--- config.mk ---
export PLATFORM = sky130hd
export DESIGN_NAME = rpf_mac
export DESIGN_NICKNAME = d
export VERILOG_FILES = /design/src/rtl/rpf_pkg.sv /design/src/rtl/rpf_mac.sv
export SDC_FILE = /design/constraint.sdc
export NUM_CORES = 2
export LEC_CHECK = 0
export BUFFER_PORTS_ARGS = -buffer_cell sky130_fd_sc_hd__buf_2
export CORE_UTILIZATION = 55
export CTS_BUF_LIST = sky130_fd_sc_hd__clkbuf_2
export DETAILED_ROUTE_END_ITERATION = 6
export PLACE_DENSITY = 0.72
export SYNTH_ARGS = -nofsm -noshare
export SYNTH_HDL_FRONTEND = slang
export SYNTH_SLANG_ARGS = --single-unit
--- constraint.sdc ---
create_clock -name clock -period 15.7 [get_ports clock]
set_clock_uncertainty 0.2 [all_clocks]
set_input_delay 0.785 -clock clock [delete_from_list [all_inputs] [get_ports clock]]
set_output_delay 0.785 -clock clock [all_outputs]
set_load 0.05 [all_outputs]
--- src/rtl/rpf_pkg.sv ---
// Shared types and constants for the plane fitting block.
// No dependencies; rpf_mac, rpf_isqrt and ransac_plane_fit import this package.
package rpf_pkg;

   localparam int COORD_BITS = 16;
   localparam int INDEX_W    = 10;
   localparam int COUNT_W    = 11;
   localparam int TOL_W      = 16;
   localparam int CSR_W      = 16;

   // arithmetic widths of the shared multiply-accumulate path
   localparam int DIFF_W  = COORD_BITS + 1;
   localparam int NORM_W  = 2 * DIFF_W + 1;
   localparam int NSQ_W   = 2 * NORM_W + 1;
   localparam int MUL_W   = (NORM_W + 1 > 2 * TOL_W + 1) ? NORM_W + 1 : 2 * TOL_W + 1;
   localparam int CHUNK_W = MUL_W - 1;
   localparam int ACC_W   = NSQ_W + 2 * TOL_W + 1;
   localparam int ROOT_W  = (ACC_W + 1) / 2;

   localparam logic CSR_POINT_COUNT = 1'b0;
   localparam logic CSR_TOLERANCE   = 1'b1;

   localparam logic [1:0] SHIFT_NONE = 2'd0;
   localparam logic [1:0] SHIFT_ONE  = 2'd1;
   localparam logic [1:0] SHIFT_TWO  = 2'd2;

   typedef enum logic [1:0] {
      KIND_LOAD,
      KIND_CLEAR,
      KIND_TRIAL,
      KIND_READ
   } req_kind_type;

   typedef struct packed {
      req_kind_type                 kind;
      logic [INDEX_W-1:0]           point_index;
      logic signed [COORD_BITS-1:0] coord_x;
      logic signed [COORD_BITS-1:0] coord_y;
      logic signed [COORD_BITS-1:0] coord_z;
      logic [INDEX_W-1:0]           sample_a;
      logic [INDEX_W-1:0]           sample_b;
      logic [INDEX_W-1:0]           sample_c;
   } req_type;

   typedef struct packed {
      logic [COUNT_W-1:0] trial_inliers;
      logic [COUNT_W-1:0] best_inliers;
      logic               replaced;
      logic               is_best_inlier;
      logic               bad_request;
   } rsp_type;

   typedef struct packed {
      logic signed [COORD_BITS-1:0] x;
      logic signed [COORD_BITS-1:0] y;
      logic signed [COORD_BITS-1:0] z;
   } point_type;

   typedef struct packed {
      logic       en;
      logic       clr;
      logic       sub;
      logic [1:0] shift;
   } mac_ctrl_type;

   typedef enum logic [3:0] {
      ST_CLEAR,
      ST_IDLE,
      ST_READ,
      ST_FETCH,
      ST_CROSS,
      ST_NORM,
      ST_BOUND,
      ST_ROOT,
      ST_SWEEP,
      ST_FINISH
   } state_type;

endpackage

--- src/rtl/rpf_mac.sv ---
// Shared signed multiply-accumulate unit with chunk-aligned shift of the product.
// Depends on rpf_pkg.
module rpf_mac import rpf_pkg::*; (
   input  logic                     clock,
   input  mac_ctrl_type             ctrl,
   input  logic signed [MUL_W-1:0]  op_a,
   input  logic signed [MUL_W-1:0]  op_b,
   output logic signed [ACC_W-1:0]  acc
);

   logic signed [2*MUL_W-1:0] prod;
   logic signed [ACC_W-1:0]   ext;
   logic signed [ACC_W-1:0]   term;
   logic signed [ACC_W-1:0]   acc_ff;
   logic signed [ACC_W-1:0]   acc_in;

   always_comb begin
      prod = op_a * op_b;
      ext  = ACC_W'(prod);
      unique case (ctrl.shift)
         SHIFT_NONE: term = ext;
         SHIFT_ONE:  term = ext <<< CHUNK_W;
         default:    term = ext <<< (2 * CHUNK_W);
      endcase
      priority if (ctrl.clr) begin
         acc_in = term;
      end else if (ctrl.sub) begin
         acc_in = acc_ff - term;
      end else begin
         acc_in = acc_ff + term;
      end
   end

   always_ff @(posedge clock) begin
      if (ctrl.en) begin
         acc_ff <= acc_in;
      end
   end

   assign acc = acc_ff;

endmodule

After elaboration in Yosys (flattened, before gate mapping)
Cells that the tools add are included.

storage, ports and cells
  flip-flop bits (word level) = 104
  word-level logic and storage cells = 9
  output and inout port bits = 104

operators by class
  eq/ne operators = 1
  reductions and logical operators = 1
  multiply operators = 1
  add/subtract/negate cells = 2
  muxes and demuxes = 3

operators with widths
  cell                  count
  $mux W104             2
  $pmux W104 S2         1
  $add A104 B104 Y104   1
  $sub A104 B104 Y104   1
  $mul A36 B36 Y72      1
  $eq A2 B1 Y1 const B  1
  $logic_not A2 Y1      1

Longest topological paths before layout
  depth in word-level cells = 5
  mapped depth = 54

Worst setup path before layout
Ideal clock, no wire load.

  path kind = input -> register
  start point = in op_a[35]
  end point = reg acc_ff[103], in the netlist acc[103] (data pin)
  stages on the path = 46
  setup time = 271 ps
  arrival = 12969 ps
  slack = 2260 ps
  buffers on the path = 5
  required time = 15229 ps
  cell sequence = clkbuf_1 -> clkbuf_1 -> nand2_1 -> inv_1 -> fa_1 -> fa_1 -> fa_1 -> inv_1 -> fa_1 -> inv_1 -> fa_1 -> fa_1 -> fa_1 -> fa_1 -> ha_1 -> buf_2 -> and3_1 -> buf_2 -> [10 not listed] -> xnor2_1 -> ha_1 -> clkbuf_1 -> a21oi_1 -> o21ai_0 -> a21oi_1 -> a21oi_1 -> or4_1 -> o22ai_1 -> a211oi_1 -> or2_2 -> a21oi_1 -> nor4_1 -> o21a_1 -> o32a_1 -> xnor3_1 -> nand2_1 -> xor2_1

between the ends
  word-level cells in the longest chain between the ends = 5

RTL lines
  item                                                        RTL line                      RTL
  start: declaration                                          rpf_mac.sv:6                  input logic signed [MUL_W-1:0] op_a,
  $mul A36 B36 Y72 *                                          rpf_mac.sv:18                 prod = op_a * op_b;
  $pmux W104 S2 *                                             rpf_mac.sv:20                 unique case (ctrl.shift)
  $add A104 B104 Y104 or $sub A104 B104 Y104 (tied branches)  rpf_mac.sv:30, rpf_mac.sv:28
  $mux W104                                                   rpf_mac.sv:27                 end else if (ctrl.sub) begin
  $mux W104 *                                                 rpf_mac.sv:25                 priority if (ctrl.clr) begin
  named net acc_in[103]                                       rpf_mac.sv:15                 logic signed [ACC_W-1:0] acc_in;
  end signal: assignment                                      rpf_mac.sv:36                 acc_ff <= acc_in;
  end: declaration                                            rpf_mac.sv:14                 logic signed [ACC_W-1:0] acc_ff;

The timed path passes the listed nets; every way through them passes the cells marked *.
A chain may end at the register's enable or synchronous reset.

Worst setup path after layout
  start point = in op_b[0]
  end point = reg acc_ff[103], in the netlist acc[103] (data pin)

between the ends
  word-level cells in the longest chain between the ends = 5

RTL lines
  item                                                        RTL line                      RTL
  start: declaration                                          rpf_mac.sv:7                  input logic signed [MUL_W-1:0] op_b,
  $mul A36 B36 Y72 *                                          rpf_mac.sv:18
  $pmux W104 S2 *                                             rpf_mac.sv:20
  $add A104 B104 Y104 or $sub A104 B104 Y104 (tied branches)  rpf_mac.sv:30, rpf_mac.sv:28
  $mux W104                                                   rpf_mac.sv:27
  $mux W104 *                                                 rpf_mac.sv:25
  named net acc_in[103]                                       rpf_mac.sv:15

Marked as above.

==> impl_metrics.xml <==
<?xml version="1.0" encoding="UTF-8"?>
<metrics>
  <group name="critical_path">
    <metric name="crit_path_end_kind" unit="">register</metric>
    <metric name="worst_ep_arrival_time" unit="ns">15.10</metric>
    <metric name="worst_path_most_repeated_cell" unit="">fa_1</metric>
    <metric name="critPathMaxFanout" unit="">28</metric>
    <metric name="setup.worst_path.start_class" unit="">input pin</metric>
    <metric name="worstSetupStartpoint" unit="">op_b[0]</metric>
    <metric name="crit_required" unit="ns">16.16</metric>
    <metric name="cp_slowest_cell" unit="">fa_1</metric>
    <metric name="timing.rr.start" unit="">acc[0]$_DFFE_PP_</metric>
    <metric name="worst-setup-path-type" unit="">in2reg</metric>
    <metric name="max_stage_delay" unit="ns">0.89</metric>
  </group>
  <group name="yosys">
    <metric name="post_synthesis_cells" unit="">7059</metric>
    <metric name="dominantRegCellSynth" unit="">edfxtp_1</metric>
    <metric name="synth_warnings" unit="">0</metric>
    <metric name="yosys_register_bits" unit="">104</metric>
    <metric name="synthArstFlopShare" unit="%">0</metric>
    <metric name="ys_top_cells_by_area" unit="">fa_1 (45%), inv_1 (8.2%), ha_1 (6.6%)</metric>
    <metric name="synth_top_area_share" unit="%">45.07</metric>
    <metric name="synth.yosys.seq_area_share" unit="%">5.095</metric>
    <metric name="ys_types" unit="">118</metric>
    <metric name="post_syn_area" unit="µm²">61300</metric>
    <metric name="synth_enable_flop_cells" unit="">104</metric>
    <metric name="syn_nets" unit="">8840</metric>
    <metric name="post_synth.cell_area_avg" unit="µm²">8.683</metric>
    <metric name="netlist.top_cell.by_area" unit="">fa_1</metric>
  </group>
  <group name="final_layout">
    <metric name="layout_common_cells" unit="">fa_1 (1,380), inv_1 (1,338), nand2_1 (970)</metric>
    <metric name="finalCoreUtilization" unit="%">57.30</metric>
    <metric name="mostFrequentLayoutCell" unit="">fa_1</metric>
    <metric name="final_layout_size_suffix_gt1_share" unit="%">5.294</metric>
    <metric name="area_growth" unit="%">3.313</metric>
    <metric name="fillers" unit="">10070</metric>
    <metric name="multiInputGateArea" unit="µm²">51560</metric>
    <metric name="layout_net_count" unit="">8709</metric>
    <metric name="largest_register_ff_count" unit="">104</metric>
    <metric name="final-seq-area" unit="µm²">3123</metric>
    <metric name="layout.cell_area.non_filler" unit="µm²">63330</metric>
  </group>
  <group name="route">
    <metric name="routedWlPerCell" unit="µm">21.97</metric>
    <metric name="postRouteAntennaNets" unit="">0</metric>
    <metric name="num_vias" unit="">49490</metric>
    <metric name="vias_per_cell" unit="">5.871</metric>
    <metric name="detail_route.iter0.violations" unit="">4459</metric>
    <metric name="detail_route.drc_violations" unit="">0</metric>
    <metric name="wl" unit="µm">185200</metric>
    <metric name="firstDrtPassIters" unit="">6</metric>
  </group>
  <group name="clock_tree">
    <metric name="cts_hold_buffers" unit="">0</metric>
    <metric name="clkSinkCount" unit="">104</metric>
    <metric name="root_buffer" unit="">clkbuf_2</metric>
    <metric name="cts_resized" unit="">0</metric>
    <metric name="cts_setup_buffers" unit="">0</metric>
    <metric name="tritoncts.num_buffers" unit="">9</metric>
    <metric name="worstSkewPairLatency" unit="ns">0.86</metric>
    <metric name="clock_tree_from_tritoncts" unit="">yes</metric>
    <metric name="cts_buffer_depth" unit="">2</metric>
    <metric name="clk_pin_slew" unit="ns">0.41</metric>
    <metric name="cts_max_level" unit="">3</metric>
  </group>
  <group name="run">
    <metric name="max_cap_violations" unit="">0</metric>
  </group>
  <group name="sta">
    <metric name="timing_max_transition_violations_final" unit="">0</metric>
    <metric name="setup_viol" unit="">0</metric>
    <metric name="timing.final.crit_period" unit="ns">14.64</metric>
    <metric name="rsz0062_at_grt" unit="">no</metric>
    <metric name="final_min_period_over_clock_period" unit="%">93.23</metric>
    <metric name="worstMarginPinSlew" unit="ns">1.314</metric>
    <metric name="setup-tns-final" unit="ns">0</metric>
    <metric name="finalHoldViolations" unit="">0</metric>
    <metric name="max_freq" unit="MHz">68.32</metric>
    <metric name="relSlewSlack" unit="%">10.10</metric>
  </group>
  <group name="floorplan">
    <metric name="floorplan.die_area" unit="µm²">112800</metric>
    <metric name="initial_utilization" unit="%">55.46</metric>
    <metric name="die_h" unit="µm">335.8</metric>
    <metric name="ioPinCount" unit="">182</metric>
    <metric name="floorplan.rows" unit="">122</metric>
    <metric name="core_area" unit="µm²">110500</metric>
    <metric name="die-width" unit="µm">335.8</metric>
  </group>
  <group name="placement">
    <metric name="port-buffer-count" unit="">181</metric>
    <metric name="place.gp.congestion" unit="">1.014</metric>
    <metric name="place_area" unit="µm²">63180</metric>
    <metric name="dp_hpwl" unit="µm">155500</metric>
  </group>
  <group name="global_route">
    <metric name="gr-total-overflow" unit="">0</metric>
    <metric name="globalRouteTotalUtil" unit="%">34.11</metric>
    <metric name="grt_pass1_vias" unit="">52620</metric>
    <metric name="antenna_found_initial" unit="">11</metric>
    <metric name="grt_pass1_wl" unit="µm">297300</metric>
    <metric name="grt_start_max_net_pins" unit="">84</metric>
  </group>
  <group name="min_path">
    <metric name="min_path_type" unit="">in2reg</metric>
    <metric name="min-delay-start" unit="">ctrl[4]</metric>
  </group>
  <group name="status">
    <metric name="outcome" unit="">finished clean</metric>
  </group>
</metrics>
-- final timing paths --
check / to / slack, ns / cells after the start
max: acc[103]$_DFFE_PP_ / 1.06 / 45
max reg2reg: acc[98]$_DFFE_PP_ / 10.19 / 20
min reg2reg: acc[0]$_DFFE_PP_ / 0.66 / 3
min: acc[98]$_DFFE_PP_ / 0.28 / 1
-- layout make-up --
cell class | instances | share of cell area [%]
multi-input cells | 5199 | 81.42
inverters | 1341 | 7.949
flip-flops and latches | 104 | 4.932
well taps | 1488 | 2.940
repair buffers | 273 | 2.529
clock inverters | 7 | 0.1225
clock buffers | 9 | 0.07113
diodes | 9 | 0.03556
-- layer usage --
metal | vias up | wire length [µm] | track usage (%)
met5 | - | 69 | 0
met4 | 12 | 6619 | 11.08
met3 | 410 | 14600 | 5.392
met2 | 2140 | 88570 | 56.30
met1 | 25380 | 75360 | 46.05
li1 | 21550 | - | -
-- synthesized netlist by cell type, types with 8 or more instances --
cell / instances
nor2b_1: 28
ha_1: 323
inv_1: 1339
o31ai_1: 28
a211oi_1: 26
a21boi_0: 14
and2_1: 601
nand4_1: 58
a21o_1: 76
a22o_1: 11
mux2i_1: 21
and3_1: 28
or3_1: 20
o21ai_0: 174
o22ai_1: 14
nor2_1: 291
o31a_1: 10
a221o_1: 9
a221oi_1: 11
o21bai_1: 29
xor2_1: 101
buf_2: 16
a22oi_1: 19
nand3_1: 70
o211a_1: 9
nand2_1: 970
buf_1: 18
and4_1: 12
nor3_1: 52
o21ai_1: 20
o21a_1: 31
o211ai_1: 18
xnor2_1: 152
clkbuf_1: 377
nor4_1: 19
a31oi_1: 43
a21oi_1: 326
fa_1: 1380
a211o_1: 8
edfxtp_1: 104
nand2b_1: 31
-- stage by stage --
| step | setup WS, ns | hold slack (ns) | instances |
|---|---|---|---|
| final | 1.063 | 0.2847 | 8430 |
| after global routing | 0.5304 | 0.2486 | 8424 |
| after CTS | 1.372 | 0.2720 | 8420 |
| after detailed placement | 0.4895 | 0.6217 | 8404 |
| after global placement | 0.5418 | 0.5706 | 8404 |
| after floorplan | 2.260 | 0.6975 | 7059 |
-- cells by family (layout without fill, tap and decap cells) --
| logic type | after synthesis | after routing | synth area share, % |
|---|---|---|---|
| other | 0 | 9 | 0 |
| buffers and inverters | 1756 | 1630 | 10.82 |
| XOR/XNOR | 255 | 255 | 3.678 |
| AND/OR/NAND/NOR | 2236 | 2236 | 17.87 |
| multiplexers | 26 | 26 | 0.4348 |
| AO/OA/AOI/OAI | 979 | 979 | 10.44 |
| flip-flops | 104 | 104 | 5.095 |
| adder cells (fa/ha/maj) | 1703 | 1703 | 51.66 |
-- critical path: cells and delay by family --
kind / cells / cell delay, ns
buffers and inverters: 6 / 1.68
and+or+nand+nor: 17 / 4.21
AOI/OAI and AO/OA: 10 / 2.58
adders and majority gates: 10 / 5.48
xor gates and xnor gates: 2 / 0.33
Power is left out: the tool's default activity adds up to more than one toggle a clock period on the data nets, which glitch-free logic cannot reach.
