**config.mk**
```make
export PLATFORM = sky130hd
export DESIGN_NAME = rpf_ram
export DESIGN_NICKNAME = d
export VERILOG_FILES = /design/src/rtl/rpf_ram.sv
export SDC_FILE = /design/constraint.sdc
export NUM_CORES = 1
export LEC_CHECK = 0
export BUFFER_PORTS_ARGS = -buffer_cell sky130_fd_sc_hd__clkbuf_2
export CAP_MARGIN = 20
export CORE_ASPECT_RATIO = 1.5
export CORE_MARGIN = 3
export CORE_UTILIZATION = 40
export DETAILED_ROUTE_END_ITERATION = 16
export PLACE_DENSITY = 0.57
export SLEW_MARGIN = 20
export SYNTH_ARGS = -nofsm -noshare
export SYNTH_HDL_FRONTEND = slang
export SYNTH_SLANG_ARGS = --single-unit
```
**constraint.sdc**
```tcl
create_clock -name clock -period 2.5 [get_ports clock]
set_clock_uncertainty 0.05 [all_clocks]
set_input_delay 0.125 -clock clock [delete_from_list [all_inputs] [get_ports clock]]
set_output_delay 0.125 -clock clock [all_outputs]
set_load 0.05 [all_outputs]
```
**src/rtl/rpf_ram.sv**
```systemverilog
// Generic single-write, single-read RAM with registered read data.
// No package dependencies.
module rpf_ram #(
   parameter int WIDTH = 8,
   parameter int DEPTH = 16
) (
   input  logic                     clock,
   input  logic                     we,
   input  logic [$clog2(DEPTH)-1:0] waddr,
   input  logic [WIDTH-1:0]         wdata,
   input  logic [$clog2(DEPTH)-1:0] raddr,
   output logic [WIDTH-1:0]         rdata
);

   logic [WIDTH-1:0] mem [DEPTH];
   logic [WIDTH-1:0] rdata_ff;

   always_ff @(posedge clock) begin
      if (we) begin
         mem[waddr] <= wdata;
      end
      rdata_ff <= mem[raddr];
   end

   assign rdata = rdata_ff;

endmodule

```
# Word level (Yosys, flattened, before mapping)
# Memory sizes are Yosys's and may differ from the RTL's. A register that Yosys moved wholly into a read port is not among the register bits.
# Cells that the tools add are included.
# W data, S select, Z words.
[word_totals]
rom_bits = 0
elab_cells = 3
memories = 1
inputBits = 18
latchBits = 0
regBits = 0
ram_bits = 128
[classes]
n_div = 0
muxes = 2
n_addsub = 0
eq_ne = 0
n_bitwise = 0
reduce_logical = 0
n_lt_le_gt_ge = 0
n_mul = 0
shifts = 0
[memory_table]
columns = ["memory", "words", "width", "rd", "rd_clocked_by_memory_dff", "wr", "line", "text"]
rows = [
  ["mem", 16, 8, 1, 1, 1, "15", "logic [WIDTH-1:0] mem [DEPTH];"],
]
[op_table]
columns = ["op", "n"]
rows = [
  ["$mux W1", 2],
]

# Depth between registers and ports, before layout
# Gate-level depths: netlist of run 1.
[depth]
depth_word = 2
depth_mapped = 5

# Least setup slack after synthesis of run 1
# No wires, ideal clock.
[synth_timing]
kind = "in2reg"
from = "in waddr[2]"
to = "mem mem[0][0], enable pin"
arrival_ns = 1.235
path_buffers = 0
cell_stages = 2
slack_ns = 0.832
setup_ns = 0.383
cell_sequence = "or3b_2 nor3_1"
[synth_rtl]
columns = ["element", "line", "text"]
rows = [
  ["from (decl)", "9", "input logic [$clog2(DEPTH)-1:0] waddr,"],
  ["to (decl)", "15", ""],
]
# No word-level cell before the write port.

==> impl_metrics.tcl, run 1 <==
set metrics [dict create \
    fmax_ghz 0.673 \
    place.gp.congestion 0.746 \
    synth-adder-area-share_pct 0 \
    rows 50 \
    grt_pass1_wl_um 15800 \
    switching_share_pct 17.6 \
    synth_mux_area_share_pct 15.0 \
    nets 303 \
    combPwrFrac_pct 4.7 \
    cts.clk_slew.worst_paths_ns 0.06 \
    clockPowerShare_pct 53.5 \
    clk-insertion-delay-late_ns 0.41 \
    seq_power_share_pct 41.8 \
    fin_ws_ns 1.01 \
    io_pins 26 \
    hold_viol 0 \
    die_y_um 145 \
    power_density_nw_per_um2 965 \
    synth_compound_area_share_pct 2.33 \
    clock_path_buffers 2 \
    p_switching_mw 1.08 \
    avgViaCountPerCell 5.36 \
    fin_crit_ns 1.49 \
    port_buffers 25 \
    vias 2434 \
    synth_area_um2 5150 \
    core_um2 12500 \
    synth_fp_nets 247 \
    stdcell_area_um2 6360 \
    worstMarginPinSlew_ns 0.851 \
    crit_path_start_kind "primary input" \
    postRouteAntennaNets 0 \
    clock_sinks 136 \
    clockRootBuffer "clkbuf_16" \
    routedWlPerCell_um 22.9 \
    crit_arrival_ns 1.72 \
    tns_ns 0 \
    die_w_um 98.6 \
    slowest_stage "mux4_1" \
    cts_buffers 17 \
    start_util_pct 41.1 \
    dp_slack_ns 0.561 \
    drv_cap 0 \
    h-tree-depth 4 \
    grt_use_total_pct 15.5 \
    n_antenna_cell 0 \
    area_growth_syn_to_layout_pct 23.5 \
    endpoint_kind "register" \
    synth-xor-area-share_pct 0 \
    holdWs_ns 0.0978 \
    max_stage_delay_ns 0.56 \
    placed_cells 422 \
    critPathMaxFanout 15 \
    ir_worst_vdd_uv 530 \
    power.leakage_nw 2.20 \
    grt_setup_unrepaired "false" \
    cts_tree "yes" \
    synth_top_family_by_area "multiplexers" \
    yosysUniqueCellTypes 19 \
    syn_inst 229 \
    status "finished, final reports clean" \
    ys_warn_count 0 \
    dieArea_um2 14300 \
    drc 0 \
    crit_chain "clkbuf_2 -> buf_12 -> mux4_1 -> a22oi_1 -> nand2_1" \
    grt_max_degree 33 \
    final_cells 454 \
    critPathKind "in -> reg" \
    n_fill_cell 1004 \
    synth_area_per_cell_um2 22.5 \
    grt_remaining_overflow 0 \
    grt_pass1_vias 2528 \
    ys_seq_area_share_pct 77.8 \
    drt_iter0_drc 208 \
    placed_cell_area_um2 5570 \
    fin_crit_sh_pct 59.4 \
    hold_buffers 0 \
    wirelength_um 10400 \
    drv_slew 0 \
    antenna_found_initial 0 \
    cts_setup_buffers 0 \
    p_int_mw 5.06 \
    hpwl_um 6900 \
    ys_ff_latch 136 \
    cts_resized 0 \
    finalSetupViolations 0 \
    synthSimpleGateAreaFrac_pct 3.18 \
    slew-limit-headroom_pct 43.1 \
    first_pass_iters 5 \
    hp-class "in -> reg" \
    required_ns 2.74 \
    drive_gt1_share_pct 32.2 \
]
-- placed cells by master (no fill, tap or decap), drive strengths merged --
master,n
nor2,13
edfxtp,128
a22oi,16
nand3b,2
mux4,32
inv,1
buf,22
nand3,1
dfxtp,8
nand2,9
clkbuf,44
nand2b,2
or3b,1
and2,1
and2b,1
clkinv,1
nor3,4
bufinv,11
nor2b,1
-- cells by family after synthesis --
group / Yosys count
AND/OR/NAND/NOR: 35
buffers and inverters: 10
AO/OA/AOI/OAI: 16
multiplexers: 32
flip-flops: 136
-- cell type report --
cell class	instances	area (µm²)	share of cell area, %
Sequential cell	136	4000	63.0
Multi-Input combinational cell	83	1060	16.6
Clock buffer	19	443	6.97
Clock inverter	13	343	5.39
Timing Repair Buffer	47	315	4.96
Tap cell	156	195	3.07
-- flip-flops by register name, indices dropped and copies added (netlist names) --
name	count
rdata	8
mem	128
-- worst paths after layout --
path	start	end	slack, ns	cells past startpoint
max reg2reg	mem[8][1]	rdata[1]	1.07	3
min reg2reg	mem[14][3]	rdata[3]	0.63	3
min	wdata[0]	mem[15][0]	0.1	1
max	raddr[0]	rdata[1]	1.01	5
-- worst max-delay path: cells and delay by family --
family | cells | cell delay, ns
compound gates | 1 | 0.22
buf+inv | 2 | 0.72
simple gates | 1 | 0.08
mux | 1 | 0.56
-- per-stage QoR --
stage	util (%)	power, mW
2_1_floorplan	-	2.79
3_3_place_gp	44.5	2.90
3_5_place_dp	44.5	2.91
4_1_cts	50.8	6.18
5_1_grt	50.8	6.31
6_report	50.8	6.13
-- synthesized netlist by cell type --
library cell | instances | area [µm²]
buf_6 | 3 | 33.8
nand2b_1 | 2 | 12.5
mux4_2 | 18 | 405
buf_2 | 3 | 15.0
nor2_1 | 13 | 48.8
nor3_1 | 4 | 20.0
nor2b_1 | 1 | 6.26
nand2_1 | 9 | 33.8
nand3b_1 | 2 | 15.0
clkdlybuf4s25_2 | 3 | 30.0
dfxtp_1 | 8 | 160
and2_1 | 1 | 6.26
mux4_1 | 14 | 368
buf_4 | 1 | 7.51
and2b_1 | 1 | 7.51
nand3_1 | 1 | 5.00
edfxtp_1 | 128 | 3840
a22oi_1 | 16 | 120
or3b_2 | 1 | 8.76
-- per-layer routing --
metal / wire length [µm] / part of all wire (%) / GRT usage, %
met5: 0 / 0 / 0
met3: 466 / 4.5 / 4.47
met2: 5510 / 53 / 24.9
met4: 122 / 1.2 / 5.33
met1: 4300 / 41 / 20.4
-- power by group through the flow --
| stage | logic, mW | registers (mW) | clock network (mW) |
|---|---|---|---|
| finish | 0.289 | 2.56 | 3.28 |
| global route | 0.309 | 2.57 | 3.43 |
| CTS | 0.295 | 2.57 | 3.32 |
| detailed placement | 0.295 | 2.61 | 0 |
| global placement | 0.290 | 2.61 | 0 |
| floorplan | 0.129 | 2.66 | 0 |
(Power assumes the default switching activity.)
==> run 2, diff against run 1 <==
--- a/config.mk
+++ b/config.mk
@@ -5,13 +5,14 @@
 export SDC_FILE = /design/constraint.sdc
 export NUM_CORES = 1
 export LEC_CHECK = 0
+export ABC_AREA = 1
 export BUFFER_PORTS_ARGS = -buffer_cell sky130_fd_sc_hd__clkbuf_2
 export CAP_MARGIN = 20
 export CORE_ASPECT_RATIO = 1.5
 export CORE_MARGIN = 3
 export CORE_UTILIZATION = 40
 export DETAILED_ROUTE_END_ITERATION = 16
-export PLACE_DENSITY = 0.57
+export PLACE_DENSITY = 0.59
 export SLEW_MARGIN = 20
 export SYNTH_ARGS = -nofsm -noshare
 export SYNTH_HDL_FRONTEND = slang
==> constraint.sdc (replaced) <==
create_clock -name clock -period 1.2 [get_ports clock]
set_clock_uncertainty 0.05 [all_clocks]
set_input_delay 0.06 -clock clock [delete_from_list [all_inputs] [get_ports clock]]
set_output_delay 0.06 -clock clock [all_outputs]
set_load 0.05 [all_outputs]
==> run 2 against run 1 <==
  * Via count rose by 56%
  * Worst hold slack worse by 0.059 ns
  * Die area is 11% higher
  * Sequential power increased by 110%
  * Non-clock buffer count rose by 6
  * Area after synthesis increased by 12%
  * Critical path type is now reg -> out
  * Critical endpoint is now rdata[2]
  * Largest cell class unchanged
==> impl_metrics.tcl, run 2 <==
set metrics [dict create \
    cts_setup_buffers 0 \
    drv_cap 0 \
    antenna_found_initial 0 \
    fmax_ghz 0.874 \
    largest_register_ffs 128 \
    io_pins 26 \
    tns_ns 0 \
    grt_max_degree 44 \
    ys_warn_count 0 \
    cp.buffers_inverters 1 \
    utilization_pct 48.6 \
    synth_fp_nets 569 \
    nets 617 \
    worstMarginPinSlew_ns 0.632 \
    regArea_um2 4000 \
    clockPowerShare_pct 46.7 \
    ir_worst_vdd_uv 945 \
    dp_slack_ns -0.0579 \
    cts_tree "yes" \
    slew-limit-headroom_pct 57.8 \
    cts.clk_slew.worst_paths_ns 0.06 \
    n_antenna_cell 0 \
    fin_crit_sh_pct 95.3 \
    crit_arrival_ns 1.03 \
    yosys.area.top_type "edfxtp_1" \
    start_util_pct 41.0 \
    routedWlPerCell_um 16.1 \
    drv_slew 0 \
    grt_use_total_pct 17.0 \
    cts_buffers 17 \
    hold_viol 0 \
    hp-class "in -> reg" \
    max_stage_delay_ns 0.37 \
    syn_inst 551 \
    critPathMaxFanout 1 \
    critPathKind "reg -> out" \
    endpoint_kind "output pin" \
    clock_path_buffers 2 \
    dieArea_um2 15900 \
    ys_ff_latch 136 \
    n_fill_cell 1287 \
    die_y_um 153 \
    core_um2 14100 \
    synth_top_cell_area_share_pct 66.7 \
    die_w_um 104 \
    post-synth-top-count-cell "nand2_1" \
    finalSetupViolations 0 \
    synthTopCellsByCount "nand2_1, edfxtp_1, inv_1" \
    ys_top_cells_by_area "edfxtp_1, nand2_1, nand3_1" \
    slowest_stage "dfxtp_1" \
    avgViaCountPerCell 4.72 \
    switching_share_pct 21.5 \
    synth-edff-count 128 \
    grt_pass1_wl_um 20300 \
    crit_chain "clkbuf_4" \
    wirelength_um 12900 \
    grt_setup_unrepaired "false" \
    layout_common_cells "nand2_1, edfxtp_1, inv_1, nand3_1" \
    final_cells 804 \
    async_reset_ff_share_pct 0 \
    first_pass_iters 5 \
    place.gp.congestion 0.829 \
    reg2reg_slack_ns 0.18 \
    ys_seq_area_share_pct 69.4 \
    drt_iter0_drc 273 \
    combPwrFrac_pct 6.6 \
    rows 53 \
    final_common_cell "nand2_1" \
    crit_path_start_kind "register" \
    ys.flop_type "edfxtp_1" \
    power_density_nw_per_um2 1670 \
    p_switching_mw 2.46 \
    p_int_mw 8.97 \
    fin_ws_ns 0.0562 \
    clk-insertion-delay-late_ns 0.41 \
    area_growth_syn_to_layout_pct 18.4 \
    postRouteAntennaNets 0 \
    yosysUniqueCellTypes 12 \
    multiInputGateArea_um2 1210 \
    clock_sinks 136 \
    status "finished, final reports clean" \
    power.leakage_nw 2.97 \
    placed_cells 771 \
    synth_area_per_cell_um2 10.5 \
    holdWs_ns 0.0388 \
    required_ns 1.09 \
    port_buffers 25 \
    grt_pass1_vias 3809 \
    crit_family "flip-flops" \
    h-tree-depth 4 \
    hpwl_um 8210 \
    grt_remaining_overflow 0 \
    vias 3798 \
    drive_gt1_share_pct 13.4 \
    regMostFlops "mem" \
    clockRootBuffer "clkbuf_16" \
    fin_crit_ns 1.14 \
    seq_power_share_pct 46.8 \
    synth_area_um2 5770 \
    drc 0 \
]
## run 2: power by group through the flow
stage,combinational (mW),sequential [mW],clock (mW)
2_1_floorplan,0.375,5.54,0
3_3_place_gp,0.738,5.45,0
3_5_place_dp,0.751,5.45,0
4_1_cts,0.758,5.35,5.43
5_1_grt,0.833,5.35,5.64
6_report,0.751,5.35,5.33
## run 2: logic make-up (layout without fill, tap and decap cells)
kind of cell  after synthesis  in the layout  share of synthesized area (%)
flops                     136            136                           69.4
simple gates              289            289                           21.0
buf+inv                   126            187                           9.52
## run 2: per-layer routing
layer  vias to the layer above  part of all wire (%)  wire length, µm  GRT usage (%)
met1                      1805                    39             5090           20.0
met5                         -                     0                0              0
met3                        24                   4.6              592           3.25
met2                       102                    53             6860           29.7
met4                         0                   3.1              404           8.05
li1                       1867                     -                -              -
## run 2: layout make-up
cell class | count | share of cell area [%]
tap | 192 | 3.52
clock inverter | 14 | 2.66
multi-input combinational | 289 | 17.8
sequential | 136 | 58.6
clock buffer | 18 | 6.28
timing repair buffer | 53 | 5.53
inverter | 102 | 5.61
## run 2: path summary, 6_finish.rpt
kind                   start   endpoint  depth (start not counted)
setup / recovery    rdata[2]   rdata[2]                          1
hold / removal      wdata[1]  mem[2][1]                          1
setup reg to reg   mem[5][5]   rdata[5]                          6
hold reg to reg   mem[10][6]   rdata[6]                          6
## run 2: what timing repair did
action                                  CTS  global route
endpoints found under the hold margin     1             0
endpoints found under the setup margin    1             0
hold buffers                              1             0
resized for setup                         1             0
## run 2: metrics by stage
step	total power, mW	instance area, µm²
floorplan	5.92	5770
global placement	6.18	6210
detailed placement	6.20	6210
CTS	11.5	6830
global route	11.8	6830
finish	11.4	6830
==> run 3, diff against run 2 <==
--- a/config.mk
+++ b/config.mk
@@ -5,7 +5,6 @@
 export SDC_FILE = /design/constraint.sdc
 export NUM_CORES = 1
 export LEC_CHECK = 0
-export ABC_AREA = 1
 export BUFFER_PORTS_ARGS = -buffer_cell sky130_fd_sc_hd__clkbuf_2
 export CAP_MARGIN = 20
 export CORE_ASPECT_RATIO = 1.5
==> run 3 against run 2 <==
  * The run now ends with setup timing left
  * Cell area shrank 8.1%
  * First-iteration DRC count fell by 40%
  * Clock power down 14%
  * Non-clock buffer count up 8
  * Worst hold slack got worse by 0.0097 ns
  * Routed wire length fell by 24%
  * Global-route usage shrank 2.1 points
  * Worst setup slack got worse by 0.16 ns
  * Total power fell by 7.3%
  * Critical path type is now reg -> reg
  * Highest routed layer unchanged
==> impl_metrics.tcl, run 3 (synthesis gave the netlist of run 1 again) <==
set metrics [dict create \
    drc 0 \
    grt_pass1_vias 2670 \
    grt_pass1_wl_um 15600 \
    h-tree-depth 4 \
    port_buffers 25 \
    grt_max_degree 25 \
    fin_crit_sh_pct 109 \
    rows 50 \
    placed_cells 436 \
    drv_slew 0 \
    clock_sinks 136 \
    cts_buffers 17 \
    violations "setup timing" \
    fin_ws_ns -0.109 \
    total_power_mw 10.6 \
    antenna_found_initial 0 \
    layout_common_cells "edfxtp_1, mux4_2, buf_4, clkbuf_2, clkbuf_16" \
    core_um2 12500 \
    grt_use_total_pct 14.9 \
    io_pins 26 \
    required_ns 1.44 \
    clk-insertion-delay-late_ns 0.40 \
    crit_chain "mux4_2 -> a22oi_2 -> nand2_1" \
    avgViaCountPerCell 5.22 \
    die_y_um 145 \
    cts_tree "yes" \
    status "finished with violations" \
    start_util_pct 41.1 \
    crit_path_start_kind "register" \
    placed_cell_area_um2 5750 \
    vias 2444 \
    slowest_stage "mux4_2" \
    fin_crit_ns 1.31 \
    reg2reg_slack_ns -0.11 \
    routedWlPerCell_um 21.0 \
    hold_viol 0 \
    regArea_um2 4000 \
    first_pass_iters 4 \
    drt_iter0_drc 165 \
    hold_end "mem[14][6]" \
    finalSetupViolations 8 \
    ir_worst_vdd_uv 862 \
    final_cells 468 \
    critPathKind "reg -> reg" \
    postRouteAntennaNets 0 \
    clockRootBuffer "clkbuf_16" \
    wirelength_um 9810 \
    crit_arrival_ns 1.55 \
    slew-limit-headroom_pct 42.4 \
    drive_gt1_share_pct 43.6 \
    multiInputGateArea_um2 1090 \
    min_from "wdata[6]" \
    cts.clk_slew.worst_paths_ns 0.06 \
    n_antenna_cell 0 \
    worstMarginPinSlew_ns 0.862 \
    stdcell_area_um2 6270 \
    nets 317 \
    fmax_ghz 0.764 \
    drv_cap 0 \
    hold_depth 1 \
    area_growth_syn_to_layout_pct 21.9 \
    grt_setup_unrepaired "true" \
    dieArea_um2 14300 \
    hpwl_um 6640 \
    cts_setup_buffers 0 \
    place.gp.congestion 0.715 \
    power_density_nw_per_um2 1690 \
    r2r_start "mem[0][0]" \
    largest_register_ffs 128 \
    die_w_um 98.6 \
    critical_path.startpoint "mem[0][0]" \
    endpoint_kind "register" \
    regMostFlops "mem" \
    n_fill_cell 1047 \
    max_stage_delay_ns 0.49 \
    grt_remaining_overflow 0 \
    critPathMaxFanout 1 \
    power.leakage_nw 2.12 \
    rr_endpoint "rdata[0]" \
    final_common_cell "edfxtp_1" \
    hp-class "in -> reg" \
    dp_slack_ns -0.392 \
    reg2regPathDepth 3 \
    clock_path_buffers 2 \
    hold_buffers 0 \
]
-- run 3: area by class of cell --
cell class                 count  area share (%)
sequential                   136            63.8
timing repair buffer          61            7.30
tap                          156            3.11
multi-input combinational     83            17.4
clock buffer                  21            7.02
clock inverter                11            1.32
-- run 3: timing repair --
action | in CTS | in global routing
gates cloned | 0 | 0
pin swaps | 7 | 4
endpoints found under the setup margin | 8 | 8
gates resized for setup | 18 | 5
-- run 3: how the worst max path moves through the flow --
stage / cells past startpoint / to / slack [ns]
after CTS: 3 / rdata[0] / -0.12
after floorplan: 5 / rdata[1] / -0.05
after detailed placement: 5 / rdata[0] / -0.39
final: 3 / rdata[0] / -0.11
after global routing: 3 / rdata[0] / -0.17
after global placement: 5 / rdata[0] / -0.37
-- run 3: metal layers --
layer	vias to the layer above	global-route usage (%)	share of wire, %
met5	-	0	0
met4	0	5.81	1.8
met3	14	3.94	3.3
met2	61	25.2	55
met1	1272	18.2	40
li1	1097	-	-
-- run 3: power by group --
group / switching (mW) / internal (mW)
sequential: 0.0330 / 5.31
combinational: 0.407 / 0.265
clock: 1.77 / 2.80
-- run 3: per-stage QoR --
step	utilization, %	hold slack [ns]	TNS [ns]
5_1_grt	50.1	0.0504	-1.09
3_5_place_dp	46.0	0.454	-6.83
2_1_floorplan	-	0.109	-0.437
3_3_place_gp	46.0	0.423	-4.78
4_1_cts	50.0	0.0266	-0.692
6_report	50.1	0.0291	-0.637
-- run 3: critical path: cells and delay by family (launching register included) --
kind               cells  cell delay [ns]
AOI/OAI and AO/OA      1             0.20
DFF                    1             0.38
muxes                  1             0.49
and+or+nand+nor        1             0.08
